$ cat config.mk
export PLATFORM = sky130hd
export DESIGN_NAME = tcc_ctrl
export DESIGN_NICKNAME = d
export VERILOG_FILES = /design/src/rtl/core/text_console_cursor_scroll_top_macros.svh /design/src/rtl/core/tcc_pkg.sv /design/src/rtl/core/tcc_ctrl.sv
export SDC_FILE = /design/constraint.sdc
export NUM_CORES = 1
export LEC_CHECK = 0
export ABC_AREA = 1
export ABC_CLOCK_PERIOD_IN_PS = 1100
export BUFFER_PORTS_ARGS = -buffer_cell sky130_fd_sc_hd__buf_2
export CAP_MARGIN = 20
export CORE_AREA = 2 2 39 41
export CTS_CLUSTER_DIAMETER = 40
export CTS_CLUSTER_SIZE = 10
export DETAILED_ROUTE_END_ITERATION = 12
export DIE_AREA = 0 0 41 43
export MAX_ROUTING_LAYER = met4
export SETUP_SLACK_MARGIN = 0.1
export SLEW_MARGIN = 20
export SYNTH_ARGS = -nofsm -noshare
export SYNTH_HDL_FRONTEND = slang
export SYNTH_SLANG_ARGS = --single-unit
export TNS_END_PERCENT = 10
$ cat constraint.sdc
create_clock -name clock -period 1.1 [get_ports clock]
set_clock_uncertainty 0.05 [all_clocks]
set_input_delay 0.11 -clock clock [delete_from_list [all_inputs] [get_ports clock]]
set_output_delay 0.11 -clock clock [all_outputs]
set_load 0.02 [all_outputs]
$ cat src/rtl/core/text_console_cursor_scroll_top_macros.svh
// assertion macros for the text console cursor and scroll block
`ifndef TEXT_CONSOLE_CURSOR_SCROLL_TOP_MACROS_SVH
`define TEXT_CONSOLE_CURSOR_SCROLL_TOP_MACROS_SVH

`ifndef SYNTHESIS

`define TCC_ASSERT_ALWAYS(label, clk, rst, cond, msg) \
   label: assert property (@(posedge clk) disable iff (rst) (cond)) \
      else $error(msg);

`define TCC_ASSERT_IMPLIES(label, clk, rst, ante, cons, msg) \
   label: assert property (@(posedge clk) disable iff (rst) (ante) |-> (cons)) \
      else $error(msg);

`define TCC_ASSERT_NEXT(label, clk, rst, ante, cons, msg) \
   label: assert property (@(posedge clk) disable iff (rst) (ante) |=> (cons)) \
      else $error(msg);

`else

`define TCC_ASSERT_ALWAYS(label, clk, rst, cond, msg)
`define TCC_ASSERT_IMPLIES(label, clk, rst, ante, cons, msg)
`define TCC_ASSERT_NEXT(label, clk, rst, ante, cons, msg)

`endif

`endif

$ cat src/rtl/core/tcc_pkg.sv
// shared types and constants for the text console cursor and scroll block
package tcc_pkg;

   localparam int ACTION_W = 2;
   localparam int CHAR_W   = 8;
   localparam int INDEX_W  = 11;
   localparam int POS_W    = 11;
   localparam int ROW_W    = 5;
   localparam int COL_W    = 7;

   localparam logic [ACTION_W-1:0] ACT_PUT   = 2'd0;
   localparam logic [ACTION_W-1:0] ACT_READ  = 2'd1;
   localparam logic [ACTION_W-1:0] ACT_CLEAR = 2'd2;

   localparam logic [CHAR_W-1:0] CH_NEWLINE   = 8'd10;
   localparam logic [CHAR_W-1:0] CH_BACKSPACE = 8'd8;
   localparam logic [CHAR_W-1:0] CH_SPACE     = 8'h20;

   typedef enum logic [2:0] {
      OP_IDLE,
      OP_LOAD,
      OP_EXEC,
      OP_COPY,
      OP_FILL,
      OP_CLEAR
   } dp_op_type;

   typedef struct packed {
      dp_op_type op;
   } tcc_cmd_type;

   typedef struct packed {
      logic need_scroll;
      logic need_clear;
      logic copy_end;
      logic fill_end;
      logic clear_end;
   } tcc_status_type;

endpackage

$ cat src/rtl/core/tcc_ctrl.sv
// controller state machine for the text console cursor and scroll block
module tcc_ctrl import tcc_pkg::*; (
   input  logic           clock,
   input  logic           reset,
   input  logic           start,
   input  tcc_status_type status,
   output tcc_cmd_type    cmd,
   output logic           busy,
   output logic           rsp_valid
);

   typedef enum logic [2:0] {
      S_INIT,
      S_IDLE,
      S_EXEC,
      S_COPY,
      S_FILL,
      S_WIPE
   } state_type;

   state_type state_ff, state_in;
   logic      busy_ff;
   logic      rsp_valid_ff, rsp_valid_in;

   always_comb begin
      state_in     = state_ff;
      rsp_valid_in = 1'b0;
      cmd.op       = OP_IDLE;
      unique case (state_ff)
         S_INIT: begin
            cmd.op = OP_CLEAR;
            if (status.clear_end) begin
               state_in = S_IDLE;
            end
         end
         S_IDLE: begin
            if (start) begin
               cmd.op   = OP_LOAD;
               state_in = S_EXEC;
            end
         end
         S_EXEC: begin
            cmd.op = OP_EXEC;
            if (status.need_scroll) begin
               state_in = S_COPY;
            end else if (status.need_clear) begin
               state_in = S_WIPE;
            end else begin
               state_in     = S_IDLE;
               rsp_valid_in = 1'b1;
            end
         end
         S_COPY: begin
            cmd.op = OP_COPY;
            if (status.copy_end) begin
               state_in = S_FILL;
            end
         end
         S_FILL: begin
            cmd.op = OP_FILL;
            if (status.fill_end) begin
               state_in     = S_IDLE;
               rsp_valid_in = 1'b1;
            end
         end
         S_WIPE: begin
            cmd.op = OP_CLEAR;
            if (status.clear_end) begin
               state_in     = S_IDLE;
               rsp_valid_in = 1'b1;
            end
         end
         default: begin
            state_in = S_IDLE;
         end
      endcase
   end

   always_ff @(posedge clock) begin
      if (reset) begin
         state_ff     <= S_INIT;
         busy_ff      <= 1'b1;
         rsp_valid_ff <= 1'b0;
      end else begin
         state_ff     <= state_in;
         busy_ff      <= (state_in != S_IDLE);
         rsp_valid_ff <= rsp_valid_in;
      end
   end

   assign busy      = busy_ff;
   assign rsp_valid = rsp_valid_ff;

endmodule

=== Word level (Yosys, flattened, before mapping) ===
Cells that the tools add are included.

* Reduce and logical (&&, ||, !) cells: 2
* Equality and inequality tests: 6
* Muxes and demuxes: 14

{| class="wikitable"
|+ Operator list
! kind !! count
|-
| case mux 3 bit (5 select lines) || 2
|-
| 2-to-1 mux 3 bit || 6
|-
| equality test 3 x 2 -> 1 bit (second input constant) || 2
|-
| equality test 3 bit (second input constant) || 2
|-
| 2-to-1 mux 1 bit || 5
|-
| equality test 3 x 1 -> 1 bit (second input constant) || 1
|-
| zero test 3 bit || 1
|-
| inequality test 3 x 1 -> 1 bit (second input constant) || 1
|-
| case mux 1 bit (3 select lines) || 1
|-
| OR reduction 2 bit || 1
|}

* Bits in registers: 5
* Output and inout bits: 5

=== Longest topological paths before layout ===
* Word-level depth: 4
* Gate-level depth with buffers: 8
* Depth with buffers taken out: 8

=== Least setup slack after synthesis ===
OpenSTA, ideal clock, no wires.

* Path kind: register to output
* Start point: register state_ff[2]
* End point: output port cmd[0] (netlist name)
* Cell stages (with the launch flop): 5
* Buffers on the path: 0
* Arrival: 1.088 ns
* Slack: -0.148 ns
* Cells stage by stage: dfxtp_1 > inv_4 > a21oi_2 > o21ai_1 > nand3_1

{| class="wikitable"
|+ RTL lines
! what !! line !! RTL
|-
| from (decl) || tcc_ctrl.sv:21 || <nowiki>state_type state_ff, state_in;</nowiki>
|-
| from (signal assigned) || tcc_ctrl.sv:85 || <nowiki>state_ff <= state_in;</nowiki>
|-
| to (decl) || tcc_ctrl.sv:7 || <nowiki>output tcc_cmd_type cmd,</nowiki>
|}

==> reports/results.txt <==
Pwr dens: 1203 mW/mm²
Initial Utilization: 26.94%
Synthesized Nets: 66
Largest net degree at the start of global routing: 10
Most frequent cells in the layout: nand2_1, buf_2, nor2_1, nand3_1, buf_4
Critical Path RT: 0.94 ns
CTS tree: yes
Critical Path Sink Type: output pin
Final Max Slew Viols: 0
Nets: 88
Cell Area, Placed: 495.5 µm²
Filler cell count: 138
Root buf cell: clkbuf_4
Detail Route Antenna Nets: 0
Clock slew seen by the registers of the worst setup and hold paths: 0.05 ns
Distinct cell type count after synthesis: 18
I/O pins: 13
Worst-margin pin slew: 0.1838 ns
Bufs on Longest Clock Path: 2
Inserted Clock Buffers: 3
Tmin final: 1.249 ns
Inst Count DP: 88
Die area: 0.001763 mm²
Syn. warnings: 0
Layout cell share with drive strength beyond 1: 55.70%
Initial antenna violation count: 0
H-tree depth: 1
Total wire length: 835 µm
Syn_area_per_cell: 6.429 µm²
Failing checks: setup timing
Antenna cells: 0
WL/cell: 8.789 µm
PortBufs: 12
Final setup viols: 4
Core ar.: 0.001384 mm²
Crit path kind: reg2out
Peak VDD IR: 572.5 µV
Fmax: 800.9 MHz
Number of detailed-route iterations in the first pass: 3
First-pass GRT wire length: 1317 µm
MaxCap Viol Count: 0
Outcome: complete, but fails checks
Place WS: -0.1010 ns
Dominant cell type by area after synthesis: dfxtp_1
GP Congestion: 0.7270
Skew-Pair Late Insertion Delay: 0.24 ns
Synth area leaders: dfxtp_1, nand2_1, nand3_1
Final Instance Area: 586.8 µm²
Commonest non-fill, non-tap cell in the layout: nand2_1
Synthesis-to-finish area growth: 57.38%
Seq cells post-synth: 5
Vias per cell: 4.516
CTS Sinks: 5
Yosys top cell area share: 26.85%
Die extent in y: 43 µm
Relative max-transition margin: 87.65%
Placement row count: 14
Crit path max fanout: 3
Post-synthesis cell area: 372.9 µm²
Finished Layout Cells: 95
Leak Pwr: 0.0002891 µW
Cells after Synth: 58
Final Cycle Share: 113.5%
WP data arrival: 1.09 ns
Initial drt markers: 7
Worst Slack Setup Final: -0.1487 ns
Worst min path class: in2reg
Final Hold Fails: 0
DRC Markers: 0
Gr ovfl total: 0
TNS Setup: -0.3710 ns
RSZ-0062 raised after global routing: yes
Vias in the first global route: 330
Hpwl dp: 626.3 µm
GRT Overall Usage: 12.04%
Register area share after synthesis: 26.85%
Die span in x: 41 µm
Vias: 429
Startpoint type of the worst setup path: flip-flop
## synthesized netlist by cell type (all sizes together)
| library cell | instances |
|---|---|
| nor2 | 15 |
| nand2 | 14 |
| nand3 | 9 |
| inv | 8 |
| dfxtp | 5 |
| a21oi | 2 |
| buf | 2 |
| nand4 | 1 |
| nor3 | 1 |
| o21ai | 1 |
## cells by family (layout without fill, tap and decap cells)
family                 after synthesis  count (layout)  synth area share, %
flip-flops                           5               5                26.85
buffers and inverters               10              31                13.76
AND/OR/NAND/NOR                     40              40                54.36
AO/OA/AOI/OAI                        3               3                5.031
## through the flow
step / total power (µW) / util (%) / hold WS (ns)
floorplan: 381.0 / - / 0.1217
global placement: 449.1 / 35.80 / 0.2676
detailed placement: 450.4 / 35.80 / 0.2767
CTS: 702.3 / 41.32 / 0.01975
global route: 750.8 / 42.41 / 0.02819
finish: 706.1 / 42.41 / 0.02260
## power breakdown
part	switching (µW)	leakage, µW	total [µW]	internal (µW)
clock	78.5	0.0000150	216	137
sequential	10.6	0.0000428	209	198
combinational	150	0.000231	281	132
## area by class of cell
| cell class | instances | area (µm²) | area share, % |
|---|---|---|---|
| inverters | 8 | 32.53 | 5.544 |
| flip-flops and latches | 5 | 108.9 | 18.55 |
| multi-input cells | 43 | 257.7 | 43.92 |
| repair buffers | 19 | 141.4 | 24.09 |
| clock buffers | 4 | 26.28 | 4.478 |
| well taps | 16 | 20.02 | 3.412 |
## layer usage
metal	track usage [%]	wire length [µm]
met1	14.47	373
met3	3.141	36
met5	-	0
met4	12.00	31
met2	15.00	393
## sequential cells by signal, indices dropped and copies added (netlist names)
name / flops
state_ff: 3
busy: 1
rsp_valid: 1
## timing repair
| item | CTS | global route |
|---|---|---|
| setup buffers | 3 | 0 |
| hold buffers | 0 | 0 |
| hold endpoints to repair | 0 | 0 |
| setup endpoints to repair | 8 | 8 |
| pin swaps | 7 | 3 |
| resized for setup | 10 | 4 |
## critical path, stage by stage, from the launching register on
cell and delay, ns:
dfxtp_4 0.35, buf_6 0.12, a21oi_4 0.12, o21ai_2 0.07, nand3_2 0.07, buf_6 0.11
## worst paths after layout
| path | startpoint | end | slack (ns) | depth (start not counted) |
|---|---|---|---|---|
| setup / recovery | state_ff[0] | cmd[0] | -0.15 | 5 |
| hold reg to reg | state_ff[0] | state_ff[2] | 0.66 | 5 |
| setup reg to reg | state_ff[0] | busy | -0.04 | 7 |
| hold / removal | reset | state_ff[2] | 0.02 | 2 |
(Power assumes the default switching activity.)
